`src/rtl/half_float_convert_defines.svh`:
```
// Assertion macros for the binary16/binary32 conversion block.
// Used by half_float_convert.sv; expects signals clk and rst_n in scope.
`ifndef HALF_FLOAT_CONVERT_DEFINES_SVH
`define HALF_FLOAT_CONVERT_DEFINES_SVH

// The consequent must hold in the same cycle as the antecedent.
`define HFC_ASSERT_SAME(label, ante, cons) \
    label: assert property (@(posedge clk) disable iff (!rst_n) (ante) |-> (cons)) \
        else $error("half_float_convert: same-cycle check failed");

// The consequent must hold in the cycle after the antecedent.
`define HFC_ASSERT_NEXT(label, ante, cons) \
    label: assert property (@(posedge clk) disable iff (!rst_n) (ante) |=> (cons)) \
        else $error("half_float_convert: next-cycle check failed");

`endif

```
`src/rtl/hfc_pkg.sv`:
```
// Shared types and constants for the binary16/binary32 conversion block.
// No dependencies; used by hfc_convert and half_float_convert.
`default_nettype none

package hfc_pkg;

    localparam int unsigned DATA_W = 32;

    typedef enum logic
    {
        REQ_S2H = 1'b0,
        REQ_H2S = 1'b1
    } req_t;

    localparam logic [14:0] HALF_QNAN     = 15'h7e00;
    localparam logic [14:0] HALF_INF      = 15'h7c00;
    localparam logic [7:0]  SINGLE_EXP_MAX = 8'hff;
    localparam logic [4:0]  HALF_EXP_MAX   = 5'h1f;

    // Single exponent limits for the half ranges.
    localparam logic [7:0]  S2H_EXP_OVF   = 8'd143;
    localparam logic [7:0]  S2H_EXP_NORM  = 8'd113;
    localparam logic [7:0]  S2H_EXP_TINY  = 8'd102;
    localparam logic [7:0]  S2H_SUB_BASE  = 8'd126;
    localparam logic [7:0]  EXP_BIAS_DIFF = 8'd112;
    localparam logic [7:0]  H2S_SUB_BASE  = 8'd103;

endpackage

`default_nettype wire

```
`src/rtl/half_float_convert.sv`:
```
// An accepted item is held in the input register and its result in the
// result register. Throughput: one item per cycle without output stalls;
// the conversion logic between the two registers sets the clock period.
// Reset: rst_n clears both valid flags asynchronously; data registers keep
// their contents. The block holds no other state.
// Top level of the binary16/binary32 conversion block; uses hfc_pkg,
// hfc_convert and half_float_convert_defines.svh.
`default_nettype none

module half_float_convert
(
    input  wire                          clk,
    input  wire                          rst_n,
    input  wire                          s_axis_tvalid,
    output logic                         s_axis_tready,
    input  wire [hfc_pkg::DATA_W-1:0]    s_axis_tdata,   // [31:0] operand
    input  wire                          s_axis_tuser,   // [0] req_type
    output logic                         m_axis_tvalid,
    input  wire                          m_axis_tready,
    output logic [hfc_pkg::DATA_W-1:0]   m_axis_tdata    // [31:0] result
);

`include "half_float_convert_defines.svh"

    logic                        s1_valid_reg;
    logic                        s1_valid_next;
    hfc_pkg::req_t               s1_req_reg;
    logic [hfc_pkg::DATA_W-1:0]  s1_operand_reg;
    logic                        out_valid_reg;
    logic                        out_valid_next;
    logic [hfc_pkg::DATA_W-1:0]  out_data_reg;
    logic [hfc_pkg::DATA_W-1:0]  conv_result;
    logic                        in_accept;
    logic                        out_load;

    assign out_load      = s1_valid_reg && (!out_valid_reg || m_axis_tready);
    assign s_axis_tready = !s1_valid_reg || out_load;
    assign in_accept     = s_axis_tvalid && s_axis_tready;

    assign s1_valid_next  = in_accept || (s1_valid_reg && !out_load);
    assign out_valid_next = out_load || (out_valid_reg && !m_axis_tready);

    hfc_convert u_convert
    (
        .req_type (s1_req_reg),
        .operand  (s1_operand_reg),
        .result   (conv_result)
    );

    always_ff @(posedge clk or negedge rst_n)
    begin
        if (!rst_n)
        begin
            s1_valid_reg  <= 1'b0;
            out_valid_reg <= 1'b0;
        end
        else
        begin
            s1_valid_reg  <= s1_valid_next;
            out_valid_reg <= out_valid_next;
        end
    end

    always_ff @(posedge clk)
    begin
        if (in_accept)
        begin
            s1_req_reg     <= hfc_pkg::req_t'(s_axis_tuser);
            s1_operand_reg <= s_axis_tdata;
        end
        if (out_load)
        begin
            out_data_reg <= conv_result;
        end
    end

    assign m_axis_tvalid = out_valid_reg;
    assign m_axis_tdata  = out_data_reg;

    `HFC_ASSERT_NEXT(a_in_fill, s_axis_tvalid && s_axis_tready, s1_valid_reg)
    `HFC_ASSERT_NEXT(a_out_fill, s1_valid_reg && out_load, m_axis_tvalid)
    `HFC_ASSERT_NEXT(a_half_upper_zero, out_load && (s1_req_reg == hfc_pkg::REQ_S2H),
                     m_axis_tdata[31:16] == 16'b0)
    `HFC_ASSERT_SAME(a_empty_ready, !s1_valid_reg, s_axis_tready)

endmodule

`default_nettype wire

```
`src/rtl/hfc_convert.sv`:
```
// Combinational binary32-to-binary16 and binary16-to-binary32 conversion.
// Depends on hfc_pkg for request codes and format constants.
`default_nettype none

module hfc_convert
(
    input  wire hfc_pkg::req_t              req_type,
    input  wire [hfc_pkg::DATA_W-1:0]       operand,
    output logic [hfc_pkg::DATA_W-1:0]      result
);

    logic        s_sign;
    logic [7:0]  s_exp;
    logic [22:0] s_man;
    logic [7:0]  sub_diff;
    logic [4:0]  sub_sh;
    logic [47:0] sub_shifted;
    logic [9:0]  sub_q;
    logic        sub_round;
    logic [10:0] sub_half;
    logic [7:0]  norm_diff;
    logic        norm_round;
    logic [14:0] norm_half;
    logic [15:0] half_res;

    logic        h_sign;
    logic [4:0]  h_exp;
    logic [9:0]  h_man;
    logic [3:0]  h_msb;
    logic [3:0]  h_norm_sh;
    logic [9:0]  h_sub_man;
    logic [7:0]  h_sub_exp;
    logic [7:0]  h_norm_exp;
    logic [31:0] single_res;

    assign s_sign = operand[31];
    assign s_exp  = operand[30:23];
    assign s_man  = operand[22:0];

    // Half subnormal path: shift the full significand right and round to even.
    assign sub_diff    = hfc_pkg::S2H_SUB_BASE - s_exp;
    assign sub_sh      = sub_diff[4:0];
    assign sub_shifted = {1'b1, s_man, 24'b0} >> sub_sh;
    assign sub_q       = sub_shifted[33:24];
    assign sub_round   = sub_shifted[23] && ((|sub_shifted[22:0]) || sub_q[0]);
    assign sub_half    = {1'b0, sub_q} + {10'b0, sub_round};

    // Half normal path: a mantissa carry moves into the exponent, up to infinity.
    assign norm_diff  = s_exp - hfc_pkg::EXP_BIAS_DIFF;
    assign norm_round = s_man[12] && ((|s_man[11:0]) || s_man[13]);
    assign norm_half  = {norm_diff[4:0], s_man[22:13]} + {14'b0, norm_round};

    always_comb
    begin
        if (s_exp == hfc_pkg::SINGLE_EXP_MAX)
        begin
            half_res = {s_sign, (s_man != 23'b0) ? hfc_pkg::HALF_QNAN : hfc_pkg::HALF_INF};
        end
        else if (s_exp >= hfc_pkg::S2H_EXP_OVF)
        begin
            half_res = {s_sign, hfc_pkg::HALF_INF};
        end
        else if (s_exp < hfc_pkg::S2H_EXP_TINY)
        begin
            half_res = {s_sign, 15'b0};
        end
        else if (s_exp < hfc_pkg::S2H_EXP_NORM)
        begin
            half_res = {s_sign, 4'b0, sub_half};
        end
        else
        begin
            half_res = {s_sign, norm_half};
        end
    end

    assign h_sign = operand[15];
    assign h_exp  = operand[14:10];
    assign h_man  = operand[9:0];

    always_comb
    begin
        h_msb = 4'd0;
        for (int i = 0; i < 10; i++)
        begin
            if (h_man[i])
            begin
                h_msb = 4'(i);
            end
        end
    end

    // A half subnormal is normalized so that its leading one becomes implicit.
    assign h_norm_sh  = 4'd10 - h_msb;
    assign h_sub_man  = h_man << h_norm_sh;
    assign h_sub_exp  = hfc_pkg::H2S_SUB_BASE + {4'b0, h_msb};
    assign h_norm_exp = {3'b0, h_exp} + hfc_pkg::EXP_BIAS_DIFF;

    always_comb
    begin
        if (h_exp == 5'b0)
        begin
            if (h_man == 10'b0)
            begin
                single_res = {h_sign, 31'b0};
            end
            else
            begin
                single_res = {h_sign, h_sub_exp, h_sub_man, 13'b0};
            end
        end
        else if (h_exp == hfc_pkg::HALF_EXP_MAX)
        begin
            single_res = {h_sign, hfc_pkg::SINGLE_EXP_MAX, h_man, 13'b0};
        end
        else
        begin
            single_res = {h_sign, h_norm_exp, h_man, 13'b0};
        end
    end

    always_comb
    begin
        case (req_type)
            hfc_pkg::REQ_S2H: result = {16'b0, half_res};
            hfc_pkg::REQ_H2S: result = single_res;
            default:          result = single_res;
        endcase
    end

endmodule

`default_nettype wire

```
`config.mk`:
```
export PLATFORM = sky130hd
export DESIGN_NAME = half_float_convert
export DESIGN_NICKNAME = d
export VERILOG_FILES = /design/src/rtl/hfc_pkg.sv /design/src/rtl/half_float_convert.sv /design/src/rtl/hfc_convert.sv
export VERILOG_INCLUDE_DIRS = /design/src /design/src/rtl
export SDC_FILE = /design/constraint.sdc
export NUM_CORES = 1
export LEC_CHECK = 0
export BUFFER_PORTS_ARGS = -buffer_cell sky130_fd_sc_hd__buf_2
export CAP_MARGIN = 20
export CORE_MARGIN = 1
export CORE_UTILIZATION = 55
export CTS_BUF_LIST = sky130_fd_sc_hd__clkbuf_8
export DETAILED_ROUTE_END_ITERATION = 12
export PLACE_DENSITY = 0.79
export SYNTH_ARGS = -nofsm -noshare
export SYNTH_HDL_FRONTEND = slang
export SYNTH_HIERARCHICAL = 1
export SYNTH_SLANG_ARGS = --single-unit
```
`constraint.sdc`:
```
create_clock -name clk -period 3.55 [get_ports clk]
set_clock_uncertainty 0.05 [all_clocks]
set_input_delay 0.1775 -clock clk [delete_from_list [all_inputs] [get_ports clk]]
set_output_delay 0.1775 -clock clk [all_outputs]
set_load 0.03 [all_outputs]
```
==> results of run 1 <==
-- power groups by stage --
stage	Combinational, mW	Sequential [mW]	Clock, mW
after floorplan	0.559	1.05	0
after global placement	0.846	1.01	0
after detailed placement	0.850	1.01	0
after CTS	0.884	0.993	0.741
after global routing	0.979	1.00	0.766
final	0.911	0.995	0.729
-- worst max-delay path: stages (launching register included) --
cell and delay [ns]:
edfxtp_1 0.40, buf_4 0.22, ha_1 0.33, xnor2_2 0.31, buf_4 0.35, mux4_2 0.35
mux2i_1 0.15, inv_1 0.12, a2111oi_0 0.72, a21oi_1 0.17
-- area by class of cell --
type                            count  area (sq um)  area share, %
Clock inverter                      6          88.8           1.32
Clock buffer                       10           138           2.05
Timing Repair Buffer              154          1080           16.2
Inverter                           12          45.0          0.672
Tap cell                          133           166           2.48
Multi-Input combinational cell    423          3180           47.4
Sequential cell                    67          2000           29.9
-- metrics by stage --
step / utilization [%] / area [sq um] / cells / setup WS, ns / power, mW
2_1_floorplan: - / 5490 / 559 / 0.0275 / 1.61
3_3_place_gp: 62.6 / 6090 / 754 / 0.196 / 1.85
3_5_place_dp: 62.6 / 6090 / 754 / 0.136 / 1.86
4_1_cts: 68.5 / 6660 / 805 / 0.114 / 2.62
5_1_grt: 68.9 / 6710 / 805 / 0.0105 / 2.75
6_report: 68.9 / 6710 / 805 / 0.0666 / 2.63
-- logic make-up after synthesis --
family          Yosys count  synth area share [%]
mux                      56                  16.2
xor+xnor                 24                  4.10
compound gates          127                  15.7
buf+inv                  69                  6.43
fa+ha+maj                 7                  1.60
simple gates            209                  19.6
flops                    67                  36.5
-- cell usage after synthesis, drive strengths merged, types with 6 or more instances --
cell	instances
nand2	60
buf	25
nor3	16
inv	12
xnor2	11
ha	7
o21ai	30
a211oi	8
mux4	24
a31oi	8
and2	13
o21a	6
nor4	11
nor2	33
mux2i	20
o211ai	7
clkbuf	32
xor2	13
nand2b	8
nand3	29
and3	12
edfxtp	65
mux2	12
a21oi	26
-- repair_timing --
item / CTS / global route
hold endpoints to repair: 36 / 0
hold buffers: 35 / 0
endpoints found under the setup margin: 0 / 7
resized for setup: 0 / 6
-- routing by layer --
layer  part of all wire, %  wire length (microns)  vias to the layer above  track usage [%]
li1                      -                      -                     2324                -
met1                    43                   6890                     2415             47.0
met2                    46                   7340                      310             48.4
met3                   8.7                   1400                       41             5.27
met4                   2.9                    466                        0             14.5
met5                     0                      0                        -                0
-- worst paths after layout --
kind                                                    from  depth (start not counted)                   endpoint
worst max-delay path            s1_operand_reg[23]$_DFFE_PP_                          9  m_axis_tdata[6]$_DFFE_PP_
worst min-delay path                           m_axis_tready                          3     s1_valid_reg$_DFF_PN0_
worst max register to register  s1_operand_reg[23]$_DFFE_PP_                          9  m_axis_tdata[6]$_DFFE_PP_
worst min register to register        s1_valid_reg$_DFF_PN0_                          1    m_axis_tvalid$_DFF_PN0_
max in group asynchronous                              rst_n                          2     s1_valid_reg$_DFF_PN0_
min in group asynchronous                              rst_n                          2    m_axis_tvalid$_DFF_PN0_
-- cells in the final DEF (no fill, tap or decap), types with 11 or more instances in the layout --
master,synthesis,routed
a21oi_1,26,26
and2_1,12,12
and3_1,12,12
buf_2,13,70
buf_4,4,47
dlygate4sd3_1,0,35
edfxtp_1,65,65
inv_1,12,11
mux2_2,11,11
mux2i_1,20,20
mux4_2,21,21
nand2_1,59,59
nand3_1,28,28
nor2_1,31,31
nor3_1,16,16
nor4_1,11,11
o21ai_0,28,28
xor2_1,12,12
==> impl_metrics.py, run 1 <==
metrics = {
    "run_status": {
        "status": "complete, no violations",
    },
    "die": {
        "rows": 36,
        "dieArea_sq_um": 10400,
        "design.core.area_sq_um": 9730,
        "fp.dieH_microns": 102,
        "die_x_microns": 102,
        "initial_core_util_pct": 56.4,
        "num_io_pins": 71,
    },
    "synth": {
        "synth_area_leader_cell": "edfxtp_1",
        "synth_cell_type_count": 76,
        "syn_inst": 559,
        "synth.top_cell.area_share_pct": 35.6,
        "async_flop_share_pct": 2.99,
        "synth_fp_nets": 603,
        "synth_edf_count": 65,
        "syn-cell-area_sq_um": 5490,
        "synth-seq-cells": 67,
        "ys_seq_area_share_pct": 36.5,
        "yosysWarnings": 6,
        "syn_area_per_cell_sq_um": 9.82,
        "synthFlopType": "edfxtp_1",
        "synthTopCellsByArea": "edfxtp_1, mux4_2, nand2_1",
    },
    "cts": {
        "clockBufferDepth": 2,
        "clock_latency_ns": 0.36,
        "cts_tree": "yes",
        "cts_buffers": 9,
        "postCtsSetupRepairBufs": 0,
        "root_buffer": "clkbuf_8",
        "clk_pin_slew_ns": 0.08,
        "htreeDepth": 3,
        "clock_sinks": 67,
    },
    "global_route": {
        "grt_usage_pct": 32.6,
        "antenna_found_initial": 0,
        "grt_start_max_net_pins": 34,
        "grt_pass1_wl_microns": 25300,
        "grt_overflow": 0,
        "grt_pass1_vias": 4773,
    },
    "sta": {
        "fin_crit_sh_pct": 98.1,
        "setup_violations": 0,
        "worst_pin_slew_ns": 0.743,
        "rsz0062_at_grt": "no",
        "period_needed_ns": 3.48,
        "fmax_mhz": 287,
        "slew_violations": 0,
        "max_slew_margin_pct": 49.2,
        "fin_setup_tns_ns": 0,
        "hold_violations": 0,
        "holdWs_ns": 0.0683,
    },
    "pwr": {
        "switching_power_mw": 0.897,
        "p_int_mw": 1.74,
        "power_frac_comb_pct": 34.6,
        "ir_worst_vdd_mv": 0.248,
        "power_leakage_nw": 2.68,
        "seqPwrFrac_pct": 37.8,
        "p_clk_share_pct": 27.7,
        "switching_share_pct": 34.1,
        "powerDensity_nw_per_um2": 393,
    },
    "critical_path": {
        "cp-end-kind": "register",
        "path_max_fanout": 23,
        "cp.required_ns": 3.56,
        "critPathKind": "reg -> reg",
        "crit_path_start_kind": "register",
        "cp.arrival_ns": 3.50,
        "r2r_setup_slack_ns": 0.07,
    },
    "run": {
        "cap_violations": 0,
    },
    "detailed_routing": {
        "drt_iter0_markers": 533,
        "avgViaCountPerCell": 6.32,
        "ant_nets": 0,
        "post_drt_wl_per_cell_microns": 20.0,
        "wirelength_microns": 16100,
        "drc": 0,
        "vias": 5090,
        "drt_first_pass_iters": 5,
    },
    "placed_design": {
        "dp_hpwl_microns": 11700,
        "gp_congestion": 0.965,
        "portBuffers": 70,
    },
    "finish": {
        "fillCellCount": 741,
        "layout-drive-gt1-share_pct": 28.6,
        "area_growth_syn_to_layout_pct": 22.2,
        "diodes": 0,
        "fin_nets": 711,
    },
    "hold_path": {
        "hold_path.class": "in -> reg",
    },
}
Power figures use the tool's default switching activity.
==> run 2, diff against run 1 <==
BUFFER_PORTS_ARGS = default   (was -buffer_cell sky130_fd_sc_hd__buf_2)
DONT_BUFFER_PORTS = 1   (was default)
PLACE_DENSITY = 0.73   (was 0.79)
==> impl_metrics.py, run 2 (synthesized netlist as in run 1, its figures left out) <==
metrics = {
    "critical_path": {
        "critPathKind": "reg -> reg",
        "cp-end-kind": "register",
        "crit_path_start_kind": "register",
        "cp.required_ns": 3.66,
        "path_max_fanout": 9,
        "cp.arrival_ns": 3.48,
    },
    "cts": {
        "cts_buffers": 9,
        "clockBufferDepth": 2,
        "clock_latency_ns": 0.35,
        "postCtsSetupRepairBufs": 0,
        "root_buffer": "clkbuf_8",
        "cts_tree": "yes",
        "htreeDepth": 3,
        "clk_pin_slew_ns": 0.07,
        "clock_sinks": 67,
    },
    "detailed_routing": {
        "vias": 4808,
        "avgViaCountPerCell": 6.58,
        "wirelength_microns": 15300,
        "post_drt_wl_per_cell_microns": 20.9,
        "drt_first_pass_iters": 5,
        "ant_nets": 0,
        "drc": 0,
        "drt_iter0_markers": 457,
    },
    "sta": {
        "holdWs_ns": 0.0612,
        "fin_crit_sh_pct": 94.9,
        "fin_setup_tns_ns": 0,
        "max_slew_margin_pct": 56.2,
        "worst_pin_slew_ns": 0.649,
        "setup_violations": 0,
        "period_needed_ns": 3.37,
        "slew_violations": 0,
        "hold_violations": 0,
        "rsz0062_at_grt": "no",
        "fmax_mhz": 297,
    },
    "pwr": {
        "powerDensity_nw_per_um2": 417,
        "seqPwrFrac_pct": 40.0,
        "switching_share_pct": 32.1,
        "power_frac_comb_pct": 29.4,
        "power_leakage_nw": 2.39,
        "switching_power_mw": 0.852,
        "p_clk_share_pct": 30.7,
        "p_int_mw": 1.80,
        "ir_worst_vdd_mv": 0.246,
    },
    "finish": {
        "utilization_pct": 65.5,
        "layout-drive-gt1-share_pct": 19.7,
        "fin_nets": 637,
        "fin_cells": 731,
        "diodes": 0,
        "final_common_cell": "edfxtp_1",
        "final_cell_mix": "edfxtp_1, nand2_1, buf_4",
        "area_growth_syn_to_layout_pct": 16.0,
    },
    "global_route": {
        "grt_usage_pct": 30.9,
        "grt_start_max_net_pins": 34,
        "antenna_found_initial": 0,
        "grt_pass1_vias": 4236,
        "grt_overflow": 0,
        "grt_pass1_wl_microns": 23800,
    },
    "die": {
        "design.core.area_sq_um": 9730,
        "rows": 36,
        "dieArea_sq_um": 10400,
        "num_io_pins": 71,
        "die_x_microns": 102,
        "initial_core_util_pct": 56.4,
        "fp.dieH_microns": 102,
    },
    "placed_design": {
        "dp_hpwl_microns": 11100,
        "portBuffers": 0,
        "gp_congestion": 0.964,
        "dp.cells": 678,
    },
    "hold_path": {
        "hold_path.class": "in -> reg",
    },
    "run_status": {
        "status": "complete, no violations",
    },
    "run": {
        "cap_violations": 0,
    },
}
## run 2: cell types whose count changed in the layout (fill, tap and decap cells not counted), sizes merged
| cell | delta |
|---|---|
| buf | -76 |
| dlygate4sd3 | +2 |
| clkinvlp | -2 |
| bufinv | +1 |
| clkinv | -1 |
| clkbuf | +2 |
## run 2: critical path, cell delays in order, from the launching register on
cell	delay, ns
edfxtp_1	0.42
inv_1	0.14
a21o_1	0.13
a21oi_1	0.13
o21ba_2	0.30
nor2_1	0.49
inv_1	0.10
ha_1	0.24
xnor2_2	0.22
nor3b_2	0.50
nand2_1	0.15
a32oi_1	0.30
## run 2: final cells by class
cell class | count | area, sq um
fill | 793 | 3360
clock buffer | 12 | 165
sequential | 67 | 2000
clock inverter | 4 | 95.1
multi-input combinational | 423 | 3190
tap | 133 | 166
timing repair buffer | 80 | 706
inverter | 12 | 45.0
## run 2: power by group through the flow
stage | Combinational, mW | Sequential, mW | Clock [mW]
after global placement | 0.715 | 1.08 | 0
after global routing | 0.837 | 1.07 | 0.866
after CTS | 0.754 | 1.06 | 0.825
final | 0.780 | 1.06 | 0.814
after detailed placement | 0.719 | 1.08 | 0
after floorplan | 0.559 | 1.05 | 0
## run 2: repair_timing
item	in CTS	in global routing
hold endpoints to repair	37	0
gates resized for setup	0	7
hold buffers	37	0
setup endpoints to repair	0	8
## run 2: through the flow
step / area [sq um] / setup slack [ns] / power (mW)
after global placement: 5690 / 0.157 / 1.79
after floorplan: 5490 / 0.0275 / 1.61
after detailed placement: 5690 / 0.0814 / 1.80
final: 6370 / 0.180 / 2.66
after global routing: 6370 / 0.00864 / 2.77
after CTS: 6320 / 0.0438 / 2.64
## run 2: per-layer routing
layer	wire length, microns	part of all wire (%)	GRT usage (%)
met1	6690	44	45.9
met2	6990	46	45.8
met3	1390	9.1	6.43
met4	186	1.2	7.91
met5	0	0	0
## run 2: path summary, 6_finish.rpt
kind	start	end	slack, ns	cells past startpoint
worst max-delay path	s1_operand_reg[3]$_DFFE_PP_	m_axis_tdata[13]$_DFFE_PP_	0.18	11
worst min-delay path	m_axis_tready	s1_valid_reg$_DFF_PN0_	0.06	2
worst max register to register	s1_operand_reg[3]$_DFFE_PP_	m_axis_tdata[13]$_DFFE_PP_	0.18	11
worst min register to register	s1_valid_reg$_DFF_PN0_	m_axis_tvalid$_DFF_PN0_	0.52	1
max in group asynchronous	rst_n	m_axis_tvalid$_DFF_PN0_	2.77	2
min in group asynchronous	rst_n	s1_valid_reg$_DFF_PN0_	0.56	2
